[config.mk]
export PLATFORM = sky130hd
export DESIGN_NAME = g711_pcm_codec_flat
export DESIGN_NICKNAME = d
export VERILOG_FILES = /design/src/rtl/core/g711_pkg.sv /design/src/rtl/core/g711_stream_if.sv /design/src/rtl/core/g711_cfg_regs.sv /design/src/rtl/core/g711_encoder.sv /design/src/rtl/core/g711_decoder.sv /design/src/rtl/core/g711_pcm_codec.sv /design/src/flat_wrapper.sv
export SDC_FILE = /design/constraint.sdc
export NUM_CORES = 1
export LEC_CHECK = 0
export ABC_AREA = 1
export BUFFER_PORTS_ARGS = -buffer_cell sky130_fd_sc_hd__buf_2
export CAP_MARGIN = 20
export CORE_MARGIN = 2
export CORE_UTILIZATION = 60
export CTS_CLUSTER_SIZE = 30
export DETAILED_ROUTE_END_ITERATION = 7
export PLACE_DENSITY = 0.88
export SLEW_MARGIN = 20
export SYNTH_ARGS = -nofsm -noshare
export SYNTH_HDL_FRONTEND = slang
export SYNTH_SLANG_ARGS = --single-unit
export TNS_END_PERCENT = 100
[constraint.sdc]
create_clock -name clk -period 9.2 [get_ports clk]
set_input_delay 0.46 -clock clk [delete_from_list [all_inputs] [get_ports clk]]
set_output_delay 0.46 -clock clk [all_outputs]
set_load 0.02 [all_outputs]
[src/rtl/core/g711_pkg.sv]
// ----------------------------------------------------------------------------
// g711_pkg
// shared types and constants for the g.711 mu-law / a-law codec
// ----------------------------------------------------------------------------
`default_nettype none

package g711_pkg;

  typedef enum logic {
    LAW_MU = 1'b0,
    LAW_A  = 1'b1
  } law_t;

  typedef enum logic {
    DIR_ENCODE = 1'b0,
    DIR_DECODE = 1'b1
  } dir_t;

  typedef struct packed {
    law_t law;
    dir_t dir;
  } cfg_t;

  // register index, taken from paddr bit 2
  localparam logic REG_LAW = 1'b0;
  localparam logic REG_DIR = 1'b1;

  localparam int unsigned CFG_AW = 3;
  localparam int unsigned CFG_DW = 32;

  localparam logic [15:0] MU_BIAS    = 16'h0084;
  localparam logic [7:0]  MU_MASK_P  = 8'hFF;
  localparam logic [7:0]  MU_MASK_N  = 8'h7F;
  localparam logic [7:0]  A_MASK_P   = 8'hD5;
  localparam logic [7:0]  A_MASK_N   = 8'h55;
  localparam logic [7:0]  CLIP_CODE  = 8'h7F;
  localparam logic [15:0] A_SEG0_OFS = 16'h0008;
  localparam logic [15:0] A_SEG1_OFS = 16'h0108;

endpackage

`default_nettype wire

[src/rtl/core/g711_stream_if.sv]
// ----------------------------------------------------------------------------
// g711 stream interfaces
// valid/ready channels for linear samples or code bytes, in and out
// ----------------------------------------------------------------------------
`default_nettype none

interface g711_in_if;
  logic               valid;
  logic               ready;
  logic signed [15:0] data_in;
  logic               last_in;

  modport source (output valid, output data_in, output last_in, input ready);
  modport sink   (input valid, input data_in, input last_in, output ready);
endinterface

interface g711_out_if;
  logic               valid;
  logic               ready;
  logic signed [15:0] data_out;
  logic               last_out;

  modport source (output valid, output data_out, output last_out, input ready);
  modport sink   (input valid, input data_out, input last_out, output ready);
endinterface

`default_nettype wire

[src/rtl/core/g711_cfg_regs.sv]
// ----------------------------------------------------------------------------
// g711_cfg_regs
// apb register file holding the law and direction selects
// ----------------------------------------------------------------------------
`default_nettype none

module g711_cfg_regs (
  input  wire logic                           clk,
  input  wire logic                           rst_n,
  input  wire logic                           psel,
  input  wire logic                           penable,
  input  wire logic                           pwrite,
  input  wire logic [g711_pkg::CFG_AW-1:0]    paddr,
  input  wire logic [g711_pkg::CFG_DW-1:0]    pwdata,
  output logic      [g711_pkg::CFG_DW-1:0]    prdata,
  output logic                                pready,
  output g711_pkg::cfg_t                      cfg
);

  g711_pkg::cfg_t cfg_r;
  g711_pkg::cfg_t cfg_nxt;
  logic           wr_en;

  assign pready = 1'b1;
  assign wr_en  = psel && penable && pwrite;

  always_comb begin
    cfg_nxt = cfg_r;
    if (wr_en) begin
      unique case (paddr[2])
        g711_pkg::REG_LAW: cfg_nxt.law = g711_pkg::law_t'(pwdata[0]);
        g711_pkg::REG_DIR: cfg_nxt.dir = g711_pkg::dir_t'(pwdata[0]);
        default:           cfg_nxt     = cfg_r;
      endcase
    end
  end

  always_ff @(posedge clk) begin
    if (!rst_n) begin
      cfg_r <= '{law: g711_pkg::LAW_MU, dir: g711_pkg::DIR_ENCODE};
    end else begin
      cfg_r <= cfg_nxt;
    end
  end

  always_comb begin
    prdata = '0;
    unique case (paddr[2])
      g711_pkg::REG_LAW: prdata[0] = cfg_r.law;
      g711_pkg::REG_DIR: prdata[0] = cfg_r.dir;
      default:           prdata    = '0;
    endcase
  end

  assign cfg = cfg_r;

endmodule

`default_nettype wire

[src/rtl/core/g711_encoder.sv]
// ----------------------------------------------------------------------------
// g711_encoder
// linear 16-bit sample to 8-bit mu-law or a-law code, combinational
// ----------------------------------------------------------------------------
`default_nettype none

module g711_encoder (
  input  wire g711_pkg::law_t   law,
  input  wire logic signed [15:0] sample,
  output logic [7:0]            code
);

  // number of segment ends (0xff, 0x1ff .. 0x7fff) the magnitude exceeds
  function automatic logic [3:0] find_segment(input logic [16:0] mag);
    logic [3:0] seg;
    seg = 4'd0;
    for (int i = 8; i <= 16; i++) begin
      if (mag[i]) seg = 4'(i - 7);
    end
    return seg;
  endfunction

  logic signed [17:0] s_ext;
  logic signed [17:0] mag_s;
  logic [16:0]        mag;
  logic [7:0]         mask;
  logic [3:0]         seg;
  logic [3:0]         shamt;
  logic [16:0]        shifted;

  assign s_ext = 18'(sample);

  always_comb begin
    if (law == g711_pkg::LAW_MU) begin
      if (sample < 0) begin
        mag_s = 18'sd132 - s_ext;
        mask  = g711_pkg::MU_MASK_N;
      end else begin
        mag_s = s_ext + 18'sd132;
        mask  = g711_pkg::MU_MASK_P;
      end
    end else begin
      if (sample < 0) begin
        mag_s = -s_ext - 18'sd8;
        mask  = g711_pkg::A_MASK_N;
      end else begin
        mag_s = s_ext;
        mask  = g711_pkg::A_MASK_P;
      end
    end
  end

  // a-law floors small negative samples at zero
  assign mag = (mag_s < 0) ? 17'd0 : mag_s[16:0];
  assign seg = find_segment(mag);

  // a-law segment zero keeps the same step as segment one
  assign shamt   = (law == g711_pkg::LAW_A && seg == 4'd0) ? 4'd4 : seg + 4'd3;
  assign shifted = mag >> shamt;

  always_comb begin
    if (seg[3]) begin
      code = g711_pkg::CLIP_CODE ^ mask;
    end else begin
      code = {1'b0, seg[2:0], shifted[3:0]} ^ mask;
    end
  end

endmodule

`default_nettype wire

[src/rtl/core/g711_decoder.sv]
// ----------------------------------------------------------------------------
// g711_decoder
// 8-bit mu-law or a-law code to linear 16-bit sample, combinational
// ----------------------------------------------------------------------------
`default_nettype none

module g711_decoder (
  input  wire g711_pkg::law_t law,
  input  wire logic [7:0]   code,
  output logic signed [15:0] sample
);

  logic [7:0]  u;
  logic [8:0]  mu_base;
  logic [15:0] mu_t;
  logic [15:0] mu_val;
  logic [7:0]  a;
  logic [2:0]  a_seg;
  logic [15:0] a_m;
  logic [15:0] a_t;
  logic [15:0] a_val;

  assign u       = ~code;
  assign mu_base = 9'({u[3:0], 3'b000}) + 9'(g711_pkg::MU_BIAS);
  assign mu_t    = 16'(mu_base) << u[6:4];
  assign mu_val  = u[7] ? (g711_pkg::MU_BIAS - mu_t) : (mu_t - g711_pkg::MU_BIAS);

  assign a     = code ^ g711_pkg::A_MASK_N;
  assign a_seg = a[6:4];
  assign a_m   = 16'({a[3:0], 4'b0000});

  always_comb begin
    if (a_seg == 3'd0) begin
      a_t = a_m + g711_pkg::A_SEG0_OFS;
    end else if (a_seg == 3'd1) begin
      a_t = a_m + g711_pkg::A_SEG1_OFS;
    end else begin
      a_t = (a_m + g711_pkg::A_SEG1_OFS) << (a_seg - 3'd1);
    end
  end

  assign a_val  = a[7] ? a_t : (16'd0 - a_t);
  assign sample = signed'((law == g711_pkg::LAW_MU) ? mu_val : a_val);

endmodule

`default_nettype wire

[src/rtl/core/g711_pcm_codec.sv]
// ----------------------------------------------------------------------------
// g711_pcm_codec
// g.711 mu-law / a-law encoder and decoder with apb law and direction selects
// ----------------------------------------------------------------------------
// channel   role     payload
// in_chan   sink     data_in (s16: sample, or code in bits 7..0), last_in
// out_chan  source   data_out (s16: code 0..255, or sample), last_out
// cfg_*     apb      reg 0 @0x0 law_select, reg 1 @0x4 direction
//
// one request per cycle sustained while results are taken; path: input register,
// codec logic, result register
// rst_n clears the valid flags and both selects (mu-law, encode)
// a stalled result holds in the output register while the input register
// still takes a request, so the input side stops only when both are full
// ----------------------------------------------------------------------------
`default_nettype none

module g711_pcm_codec (
  input  wire logic                          clk,
  input  wire logic                          rst_n,
  g711_in_if.sink                            in_chan,
  g711_out_if.source                         out_chan,
  input  wire logic                          cfg_psel,
  input  wire logic                          cfg_penable,
  input  wire logic                          cfg_pwrite,
  input  wire logic [g711_pkg::CFG_AW-1:0]   cfg_paddr,
  input  wire logic [g711_pkg::CFG_DW-1:0]   cfg_pwdata,
  output logic      [g711_pkg::CFG_DW-1:0]   cfg_prdata,
  output logic                               cfg_pready
);

  g711_pkg::cfg_t     cfg;

  logic               in_valid_r, in_valid_nxt;
  logic signed [15:0] in_data_r,  in_data_nxt;
  logic               in_last_r,  in_last_nxt;
  logic               out_valid_r, out_valid_nxt;
  logic signed [15:0] out_data_r,  out_data_nxt;
  logic               out_last_r,  out_last_nxt;

  logic               advance;
  logic               take_in;
  logic [7:0]         enc_code;
  logic signed [15:0] dec_sample;
  logic signed [15:0] result;

  g711_cfg_regs u_cfg (
    .clk     (clk),
    .rst_n   (rst_n),
    .psel    (cfg_psel),
    .penable (cfg_penable),
    .pwrite  (cfg_pwrite),
    .paddr   (cfg_paddr),
    .pwdata  (cfg_pwdata),
    .prdata  (cfg_prdata),
    .pready  (cfg_pready),
    .cfg     (cfg)
  );

  g711_encoder u_enc (
    .law    (cfg.law),
    .sample (in_data_r),
    .code   (enc_code)
  );

  g711_decoder u_dec (
    .law    (cfg.law),
    .code   (in_data_r[7:0]),
    .sample (dec_sample)
  );

  assign result = (cfg.dir == g711_pkg::DIR_DECODE) ? dec_sample
                                                    : signed'({8'h00, enc_code});

  // result register frees when empty or taken this cycle
  assign advance       = !out_valid_r || out_chan.ready;
  assign in_chan.ready = !in_valid_r || advance;
  assign take_in       = in_chan.valid && in_chan.ready;

  always_comb begin
    in_valid_nxt  = in_valid_r;
    in_data_nxt   = in_data_r;
    in_last_nxt   = in_last_r;
    out_valid_nxt = out_valid_r;
    out_data_nxt  = out_data_r;
    out_last_nxt  = out_last_r;
    if (advance) begin
      out_valid_nxt = in_valid_r;
      out_data_nxt  = result;
      out_last_nxt  = in_last_r;
      in_valid_nxt  = 1'b0;
    end
    if (take_in) begin
      in_valid_nxt = 1'b1;
      in_data_nxt  = in_chan.data_in;
      in_last_nxt  = in_chan.last_in;
    end
  end

  always_ff @(posedge clk) begin
    if (!rst_n) begin
      in_valid_r  <= 1'b0;
      out_valid_r <= 1'b0;
    end else begin
      in_valid_r  <= in_valid_nxt;
      out_valid_r <= out_valid_nxt;
    end
  end

  always_ff @(posedge clk) begin
    in_data_r  <= in_data_nxt;
    in_last_r  <= in_last_nxt;
    out_data_r <= out_data_nxt;
    out_last_r <= out_last_nxt;
  end

  assign out_chan.valid    = out_valid_r;
  assign out_chan.data_out = out_data_r;
  assign out_chan.last_out = out_last_r;

endmodule

`default_nettype wire

[src/flat_wrapper.sv]
// flat-port wrapper written by rule: the top's interface ports become plain ports
module g711_pcm_codec_flat 
  (clk, rst_n, cfg_psel, cfg_penable, cfg_pwrite, cfg_paddr, cfg_pwdata, cfg_prdata, cfg_pready, in_chan_valid, in_chan_data_in, in_chan_last_in, in_chan_ready, out_chan_valid, out_chan_data_out, out_chan_last_out, out_chan_ready);
  g711_in_if in_chan_i ();
  g711_out_if out_chan_i ();
  input  wire logic clk;
  input  wire logic rst_n;
  input  wire logic cfg_psel;
  input  wire logic cfg_penable;
  input  wire logic cfg_pwrite;
  input  wire logic [g711_pkg::CFG_AW-1:0] cfg_paddr;
  input  wire logic [g711_pkg::CFG_DW-1:0] cfg_pwdata;
  output logic      [g711_pkg::CFG_DW-1:0] cfg_prdata;
  output logic cfg_pready;
  input wire logic [$bits(in_chan_i.valid)-1:0] in_chan_valid;
  input wire logic [$bits(in_chan_i.data_in)-1:0] in_chan_data_in;
  input wire logic [$bits(in_chan_i.last_in)-1:0] in_chan_last_in;
  output wire logic [$bits(in_chan_i.ready)-1:0] in_chan_ready;
  output wire logic [$bits(out_chan_i.valid)-1:0] out_chan_valid;
  output wire logic [$bits(out_chan_i.data_out)-1:0] out_chan_data_out;
  output wire logic [$bits(out_chan_i.last_out)-1:0] out_chan_last_out;
  input wire logic [$bits(out_chan_i.ready)-1:0] out_chan_ready;
  assign in_chan_i.valid = in_chan_valid;
  assign in_chan_i.data_in = in_chan_data_in;
  assign in_chan_i.last_in = in_chan_last_in;
  assign in_chan_ready = in_chan_i.ready;
  assign out_chan_valid = out_chan_i.valid;
  assign out_chan_data_out = out_chan_i.data_out;
  assign out_chan_last_out = out_chan_i.last_out;
  assign out_chan_i.ready = out_chan_ready;
  g711_pcm_codec u_core (.clk(clk), .rst_n(rst_n), .in_chan(in_chan_i), .out_chan(out_chan_i), .cfg_psel(cfg_psel), .cfg_penable(cfg_penable), .cfg_pwrite(cfg_pwrite), .cfg_paddr(cfg_paddr), .cfg_pwdata(cfg_pwdata), .cfg_prdata(cfg_prdata), .cfg_pready(cfg_pready));
endmodule
==> results.cfg, run 1 <==
[timing]
rsz_0062_raised_after_global_routing = no
post-route-min-period_ns = 4.77
timing.clock.skew_ns = 0.00280
finalHoldViolations = 0
fmax_mhz = 210
post-route-worst-setup-slack_ns = 4.43
final-max-slew-violation-count = 0
part_of_the_cycle_the_worst_path_needs_pct = 51.8
final-setup-viol-count = 0
finalSetupTns_ns = 0
max_slew_margin_pct = 44.0
worstMarginPinSlew_ns = 0.835

[power_and_ir_drop]
sequentialPowerShare_pct = 35.9
p_clk_share_pct = 23.3
cellInternalPower_uw = 371
power_frac_comb_pct = 40.8
ir_worst_vdd_mv = 0.0998
switchingPower_uw = 237
powerDensity_nw_per_um2 = 128
netSwitchingFraction_pct = 39.1
power_leakage_uw = 0.00239

[critical_path]
setup.worst_path.class = reg -> reg
critPathMaxStageDelay_ns = 0.71
worstSetupStartpointType = flip-flop
category_of_the_worst_setup_path_capture_point = flip-flop
cpLargestDelayFamily = simple AND/OR/NAND/NOR gates
cp_num_cells = 25
critPathMaxFanout = 23
path_buf_inv = 3
critical-path-slowest-cell = edfxtp_1
worst_ep_required_time_ns = 9.25
critPathArrivalTime_ns = 4.82
critical-path-top-cell-by-count = nand2_1
worstRegToRegCells = 25

[cells_and_area]
mostFrequentLayoutCell = nand2_1
synthToLayoutAreaGrowth_pct = 4.60
nets = 818
layout_common_cells = 177 x nand2_1, 79 x inv_1, 72 x o21ai_0, 69 x nand3_1, 60 x nor2_1
total_inserted_antenna_cells = 0
fraction_of_layout_cells_with_a_size_suffix_above_1_pct = 11.8

[floorplan]
ports = 111
core_area_um2 = 7290
floorplan.die.height_um = 91.0
start_util_pct = 62.3
fp-row-count = 31
dieArea_um2 = 8280
fp.dieW_um = 91.0

[worst_hold_path]
holdCritPathClass = in -> reg
whs_path_depth = 1

[clock_tree]
cts_buffer_depth = 2
clock_insertion_delay_worst_skew_ns = 0.29
cts-hold-fix-buffers = 0
cts_h_tree_lvls = 2
post_cts_resize_count = 0
cts_tree = built
cts.repair_timing.setup_buffer_count = 0
cts_buffers = 5
path_clk_slew_ns = 0.07
clock_sinks = 38
cts_root_buf = clkbuf_8

[place]
detailed_place_hpwl_mm = 8.51
io_buffer_count = 45
gp_congestion = 1.01
setup_slack_at_placement_ns = 4.60

[outcome]
run_status = finished, final reports clean

[yosys]
seq_total_area_yosys_pct = 24.2
synth_enable_flop_cells = 34
post_synth_instance_area_um2 = 4540
synthesis.area_per_instance_um2 = 6.32
synth_cells = 719
ys_flop_type = edfxtp_1
synth-warning-count = 0
number_of_register_bits_inferred_by_synthesis = 38
async_set_or_reset_flop_fraction_in_the_synthesized_netlist_pct = 0
synth_cell_types = 47

[drt]
routed_wire_length_per_instance_um = 13.1
starting_drt_drc_count = 447
first_pass_iters = 5
route.detailed.vias_per_inst = 5.74
antenna_violating_nets_post_route = 0
dr_total_vias = 4836
postRouteWirelength_mm = 11.0
detail_route.drc_violations = 0

[grt]
via_count_of_the_first_global_routing_pass = 4181
gr-total-overflow = 0
grt_usage_pct = 26.7
maximum_number_of_pins_on_one_net_before_global_route_repair = 38
grt_pass1_wl_mm = 18.6
grt_antenna_before_repair = 0

[run]
maxCapViolations = 0
through the flow:
stage	area (um2)	cells	hold slack (ns)	total power [uW]	util, %
final	4750	843	0.342	608	65.2
after global routing	4750	843	0.332	651	65.2
after CTS	4750	843	0.339	605	65.2
after detailed placement	4640	835	0.418	463	63.6
after global placement	4640	835	0.405	457	63.6
after floorplan	4660	749	0.400	423	-
cells in the mapped netlist, types with 3 or more instances:
library cell | count | share of area, %
edfxtp_1 | 34 | 22
a21oi_1 | 48 | 5.3
o22ai_1 | 6 | 0.83
nand3_1 | 69 | 7.6
o211ai_1 | 5 | 0.83
clkbuf_1 | 11 | 0.91
or2_2 | 7 | 0.96
buf_1 | 4 | 0.33
nor3_1 | 12 | 1.3
o21ai_1 | 8 | 0.88
buf_4 | 36 | 5.9
nand4_1 | 6 | 0.83
a31oi_1 | 4 | 0.55
buf_2 | 7 | 0.77
dfxtp_1 | 4 | 1.8
ha_1 | 16 | 4.4
nor2_1 | 60 | 5.0
nand2_1 | 177 | 15
inv_1 | 79 | 6.5
xor2_1 | 6 | 1.2
inv_2 | 7 | 0.58
nand3_2 | 6 | 1.3
o31ai_1 | 3 | 0.50
o21ai_0 | 72 | 7.9
nand2_4 | 3 | 0.74
final cells by class:
class	count	area, um2
fill	652	2540
sequential	38	1100
inverter	87	327
clock inverter	1	30.0
tap	99	124
multi-input combinational	564	2840
clock buffer	7	86.3
timing repair buffer	47	240
path summary, 6_finish.rpt:
check	slack, ns	end	startpoint
max	4.43	u_core.out_chan.data_out[1]	u_core.in_data_r[15]
min	0.34	u_core.in_data_r[5]	in_chan_data_in[5]
max reg2reg	4.43	u_core.out_chan.data_out[1]	u_core.in_data_r[15]
min reg2reg	0.43	u_core.out_chan.last_out	u_core.in_last_r
registers in the layout, indices dropped and copies added, names as in the netlist:
| register | count |
|---|---|
| u_core.in_data_r | 16 |
| u_core.out_chan.data_out | 16 |
| u_core.u_cfg.cfg | 2 |
| u_core.in_last_r | 1 |
| u_core.in_valid_r | 1 |
| u_core.out_chan.last_out | 1 |
| u_core.out_chan.valid | 1 |
cells by family after synthesis:
kind of cell    after synthesis  synth area share (%)
simple gates                353                  35.5
compound gates              157                  18.9
buf+inv                     147                  15.6
flops                        38                  24.2
fa+ha+maj                    16                  4.41
xor+xnor                      6                  1.16
other cells                   2                 0.165
layer usage:
| layer | GRT usage (%) | share of wire (%) |
|---|---|---|
| met4 | 8.33 | 2.3 |
| met2 | 43.4 | 44 |
| met1 | 36.5 | 44 |
| met3 | 4.32 | 9.4 |
| met5 | 0 | 0 |
power groups by stage:
stage	Clock, uW	Combinational (uW)	Sequential [uW]
floorplan	0	193	231
global placement	0	236	221
detailed placement	0	241	222
CTS	144	242	218
global route	151	280	220
finish	142	248	218
Note: power is estimated with default switching activity, not from simulation.
==> run 2, diff against run 1 <==
Settings changed: CORE_UTILIZATION 60 to 55, PLACE_DENSITY 0.88 to 0.82.
Clock period 9.2 ns to 4.74 ns, I/O delays scaled along.
==> results.cfg, run 2 (same netlist as run 1, synthesis figures left out) <==
[outcome]
run_status = finished, final reports clean

[cells_and_area]
synthToLayoutAreaGrowth_pct = 6.09
total_inserted_antenna_cells = 0
fin_area_um2 = 4820
layout_common_cells = 177 x nand2_1, 79 x inv_1, 72 x o21ai_0, 69 x nand3_1, 60 x nor2_1
mostFrequentLayoutCell = nand2_1
fraction_of_layout_cells_with_a_size_suffix_above_1_pct = 12.8
nets = 826

[place]
place_area_um2 = 4700
io_buffer_count = 45
detailed_place_hpwl_mm = 9.01
gp_congestion = 0.957
setup_slack_at_placement_ns = 0.542

[drt]
routedLengthMet1_mm = 4.96
detail_route.drc_violations = 0
dr_total_vias = 4781
starting_drt_drc_count = 310
met2_length_mm = 5.20
detailroute.wirelength.met3_um = 964
first_pass_iters = 5
antenna_violating_nets_post_route = 0
routed_wire_length_per_instance_um = 13.2
route.detailed.vias_per_inst = 5.58
maxUsedRoutingLayer = met4
postRouteWirelength_mm = 11.3

[clock_tree]
cts_tree = built
cts-hold-fix-buffers = 0
clock_insertion_delay_worst_skew_ns = 0.30
post_cts_resize_count = 0
cts_h_tree_lvls = 2
cts_root_buf = clkbuf_8
clock_sinks = 38
cts_buffers = 5
cts.repair_timing.setup_buffer_count = 0
path_clk_slew_ns = 0.07
cts_buffer_depth = 2

[critical_path]
worstRegToRegCells = 25
critPathMaxFanout = 16
critPathArrivalTime_ns = 4.33
worstSetupStartpointType = flip-flop
worst_ep_required_time_ns = 4.80
setup.worst_path.class = reg -> reg
category_of_the_worst_setup_path_capture_point = flip-flop

[floorplan]
ports = 111
dieArea_um2 = 9000
fp.dieW_um = 94.9
floorplan.die.height_um = 94.9
core_area_um2 = 8090
start_util_pct = 56.1
fp-row-count = 33

[timing]
finalSetupTns_ns = 0
post-route-worst-setup-slack_ns = 0.461
fmax_mhz = 234
final-setup-viol-count = 0
rsz_0062_raised_after_global_routing = no
max_slew_margin_pct = 52.5
post-route-min-period_ns = 4.28
part_of_the_cycle_the_worst_path_needs_pct = 90.3
final-max-slew-violation-count = 0
finalHoldViolations = 0
worstMarginPinSlew_ns = 0.712
timing.clock.skew_ns = 0.00826

[grt]
maximum_number_of_pins_on_one_net_before_global_route_repair = 32
grt_usage_pct = 26.5
gr-total-overflow = 0
grt_antenna_before_repair = 0
via_count_of_the_first_global_routing_pass = 4238
grt_pass1_wl_mm = 19.2

[worst_hold_path]
whs_path_depth = 1
holdCritPathClass = in -> reg

[run]
maxCapViolations = 0

[power_and_ir_drop]
ir_worst_vdd_mv = 0.158
powerDensity_nw_per_um2 = 248
power_leakage_uw = 0.00243
==> run 2: cell types whose count changed in the layout (fill, tap and decap cells not counted), sizes merged <==
cell,previous run,this run
buf,47,55
==> run 2: per-stage QoR <==
stage                     power (uW)  instances  hold WS (ns)  util (%)
final                           1190        857         0.111      59.6
after floorplan                  822        749         0.336         -
after global routing            1280        857        0.0998      59.6
after global placement           899        849         0.414      58.1
after CTS                       1190        857         0.108      59.6
after detailed placement         910        849         0.415      58.1
==> run 2: layout make-up <==
class	instances	area [um2]
Clock inverter	1	30.0
Timing Repair Buffer	55	300
Inverter	87	327
Fill cell	806	3270
Clock buffer	7	86.3
Multi-Input combinational cell	564	2840
Sequential cell	38	1100
Tap cell	105	131
==> run 2: path summary, 6_finish.rpt <==
path,endpoint,slack [ns],start
worst min-delay path,u_core.in_data_r[0],0.11,in_chan_data_in[0]
worst max-delay path,u_core.out_chan.data_out[1],0.46,u_core.in_data_r[4]
worst min register to register,u_core.out_chan.last_out,0.45,u_core.in_last_r
worst max register to register,u_core.out_chan.data_out[1],0.46,u_core.in_data_r[4]
==> run 2: metal layers <==
layer  up-vias  GRT usage [%]
met5         -              0
met3        20           3.51
li1       2395              -
met4         0           6.40
met1      2137           36.4
met2       229           44.4
==> run 2: worst max-delay path: stages (launching register included) <==
cell and delay [ns]:
edfxtp_1 0.65, nand2_1 0.28, nor2_8 0.18, nand4_4 0.11, nor3_2 0.17, nand2_1 0.35
nand3_1 0.35, nand2_1 0.08, nand2_1 0.06, nand2_1 0.05, nand2_1 0.05, nand2_1 0.08
nand2_1 0.12, nand2_4 0.12, ha_1 0.20, nand2_1 0.06, nand3b_4 0.20, nand2_1 0.11
nor2_4 0.21, inv_2 0.12, a21oi_1 0.15, nand2_1 0.08, nand2_1 0.06, nor2_1 0.04
nor2_1 0.08, nor2_1 0.05
==> run 2: power by group <==
| group | switching [uW] | internal [uW] |
|---|---|---|
| clock network | 110 | 171 |
| registers | 20.6 | 401 |
| logic | 337 | 153 |
| total | 468 | 725 |
==> run 3, diff against run 2 <==
Settings changed: CORE_UTILIZATION 55 to 57, PLACE_DENSITY 0.82 to 0.83, SYNTH_HIERARCHICAL set to 1.
==> results.cfg, run 3 <==
[yosys]
synthesis.area_per_instance_um2 = 6.31
synth_enable_flop_cells = 34
synthDominantCellAreaShare_pct = 19.6
synth_common_cells = 251 x nand2_1, 123 x nand3_1, 77 x inv_1
synth_cell_types = 48
synthTopCellsByArea = edfxtp_1 20%, nand2_1 18%, nand3_1 12%
synth_area_leader_cell = edfxtp_1
async_set_or_reset_flop_fraction_in_the_synthesized_netlist_pct = 0
post_synth_instance_area_um2 = 5210
synth.most_common_cell = nand2_1
number_of_register_bits_inferred_by_synthesis = 38
synth_cells = 826
synth-warning-count = 6
seq_total_area_yosys_pct = 21.1
ys_flop_type = edfxtp_1

[drt]
starting_drt_drc_count = 470
route.detailed.vias_per_inst = 5.45
routed_wire_length_per_instance_um = 12.4
antenna_violating_nets_post_route = 0
met2_length_mm = 5.39
maxUsedRoutingLayer = met4
detail_route.drc_violations = 0
postRouteWirelength_mm = 12.0
first_pass_iters = 6
routedLengthMet1_mm = 5.47
detailroute.wirelength.met3_mm = 1.05
dr_total_vias = 5281

[critical_path]
setup.worst_path.class = reg -> reg
critPathArrivalTime_ns = 4.18
critPathMaxFanout = 17
worst_ep_required_time_ns = 4.75
category_of_the_worst_setup_path_capture_point = flip-flop
worstSetupStartpointType = flip-flop

[cells_and_area]
mostFrequentLayoutCell = nand2_1
utilization_pct = 61.4
synthToLayoutAreaGrowth_pct = 3.77
nets = 935
total_inserted_antenna_cells = 0
fin_area_um2 = 5410
fraction_of_layout_cells_with_a_size_suffix_above_1_pct = 19.2
layout_common_cells = 251 x nand2_1, 123 x nand3_1, 77 x inv_1, 52 x nor2_1, 45 x buf_2
fillerInstances = 836

[grt]
maximum_number_of_pins_on_one_net_before_global_route_repair = 27
via_count_of_the_first_global_routing_pass = 4671
gr-total-overflow = 0
grt_usage_pct = 25.0
grt_antenna_before_repair = 0
grt_pass1_wl_mm = 20.8

[timing]
part_of_the_cycle_the_worst_path_needs_pct = 87.8
rsz_0062_raised_after_global_routing = no
final-max-slew-violation-count = 0
finalSetupTns_ns = 0
timing.clock.skew_ns = 0.00329
finalHoldViolations = 0
max_slew_margin_pct = 48.4
post-route-worst-setup-slack_ns = 0.578
worstMarginPinSlew_ns = 0.773
post-route-min-period_ns = 4.16
final-setup-viol-count = 0
fmax_mhz = 240

[floorplan]
floorplan.die.height_um = 99.6
core_area_um2 = 8810
fp-row-count = 34
ports = 111
dieArea_um2 = 9930
start_util_pct = 59.2
fp.dieW_um = 99.6

[clock_tree]
path_clk_slew_ns = 0.07
cts_h_tree_lvls = 2
cts_tree = built
cts_buffer_depth = 2
cts-hold-fix-buffers = 0
clock_sinks = 38
cts_root_buf = clkbuf_8
cts.repair_timing.setup_buffer_count = 0
clock_insertion_delay_worst_skew_ns = 0.29
cts_buffers = 5
post_cts_resize_count = 0

[power_and_ir_drop]
powerDensity_nw_per_um2 = 225
ir_worst_vdd_mv = 0.156
power_leakage_uw = 0.00289

[run]
maxCapViolations = 0

[place]
place_area_um2 = 5330
gp_congestion = 0.918
setup_slack_at_placement_ns = 0.656
io_buffer_count = 45
detailed_place_hpwl_mm = 9.29

[worst_hold_path]
holdCritPathClass = in -> reg

[outcome]
run_status = finished, final reports clean
## run 3: cell count changes after synthesis, moves of 8 or more
cell	before	now
nand2_4	3	14
nor3_1	12	3
nand3_2	6	15
nand2_2	1	30
nor2_1	60	52
inv_2	7	17
a21oi_1	48	23
nand3_1	69	123
nand2_1	177	251
o21ai_0	72	32
## run 3: worst paths after layout
kind	start	endpoint	slack, ns	cells past startpoint
setup / recovery	u_core/in_data_r[2]	u_core/out_chan.data_out[1]	0.58	27
hold / removal	in_chan_data_in[2]	u_core/in_data_r[2]	0.12	1
setup reg to reg	u_core/in_data_r[2]	u_core/out_chan.data_out[1]	0.58	27
hold reg to reg	u_core/in_last_r	u_core/out_chan.last_out	0.43	0
## run 3: cells by family after synthesis
group	share of synthesized area [%]
compound gates	9.70
xor+xnor	0.504
fa+ha+maj	3.84
buf+inv	15.3
flops	21.1
other cells	0.216
simple gates	49.3
## run 3: where the power goes
| group | leakage (uW) | switching [uW] | internal (uW) |
|---|---|---|---|
| combinational | 0.00245 | 397 | 183 |
| clock | 0.0000450 | 109 | 102 |
| sequential | 0.000392 | 22.5 | 402 |
| total | 0.00289 | 528 | 687 |
## run 3: metrics by stage
stage | std cells | power (uW) | hold slack (ns)
floorplan | 857 | 915 | 0.336
global placement | 961 | 990 | 0.401
detailed placement | 961 | 999 | 0.406
CTS | 969 | 1210 | 0.111
global route | 969 | 1310 | 0.110
finish | 969 | 1210 | 0.117
## run 3: final cells by class
type                    count  area [um2]  share of cell area (%)
clock inverters             2        10.0                   0.185
well taps                 108         135                    2.50
clock buffers               6        72.6                    1.34
multi-input cells         664        3430                    63.4
inverters                  99         384                    7.10
flip-flops and latches     38        1100                    20.4
repair buffers             52         278                    5.14
## run 3: routing by layer
layer | up-vias | global-route usage [%]
met1 | 2317 | 34.4
li1 | 2687 | -
met3 | 15 | 3.37
met5 | - | 0
met4 | 0 | 6.43
met2 | 262 | 41.5
## run 3: worst max-delay path: stages (launching register included)
cell and delay [ns]:
edfxtp_1 0.58, inv_1 0.20, nand3_1 0.19, nand2_1 0.12, inv_2 0.07, nand2_2 0.09
nor2_4 0.15, nand2_2 0.22, nand3_1 0.28, nand2_1 0.07, nand2_1 0.07, nand2_1 0.05
nand2_1 0.06, nand2_1 0.05, nand2_1 0.10, nand2_4 0.12, ha_1 0.21, nand2_1 0.06
nand3b_4 0.22, nand2_4 0.16, inv_2 0.23, nand3_1 0.10, nand3_1 0.10, nand3_1 0.11
nand4_1 0.10, nand2_1 0.07, inv_1 0.05, o21ai_0 0.06
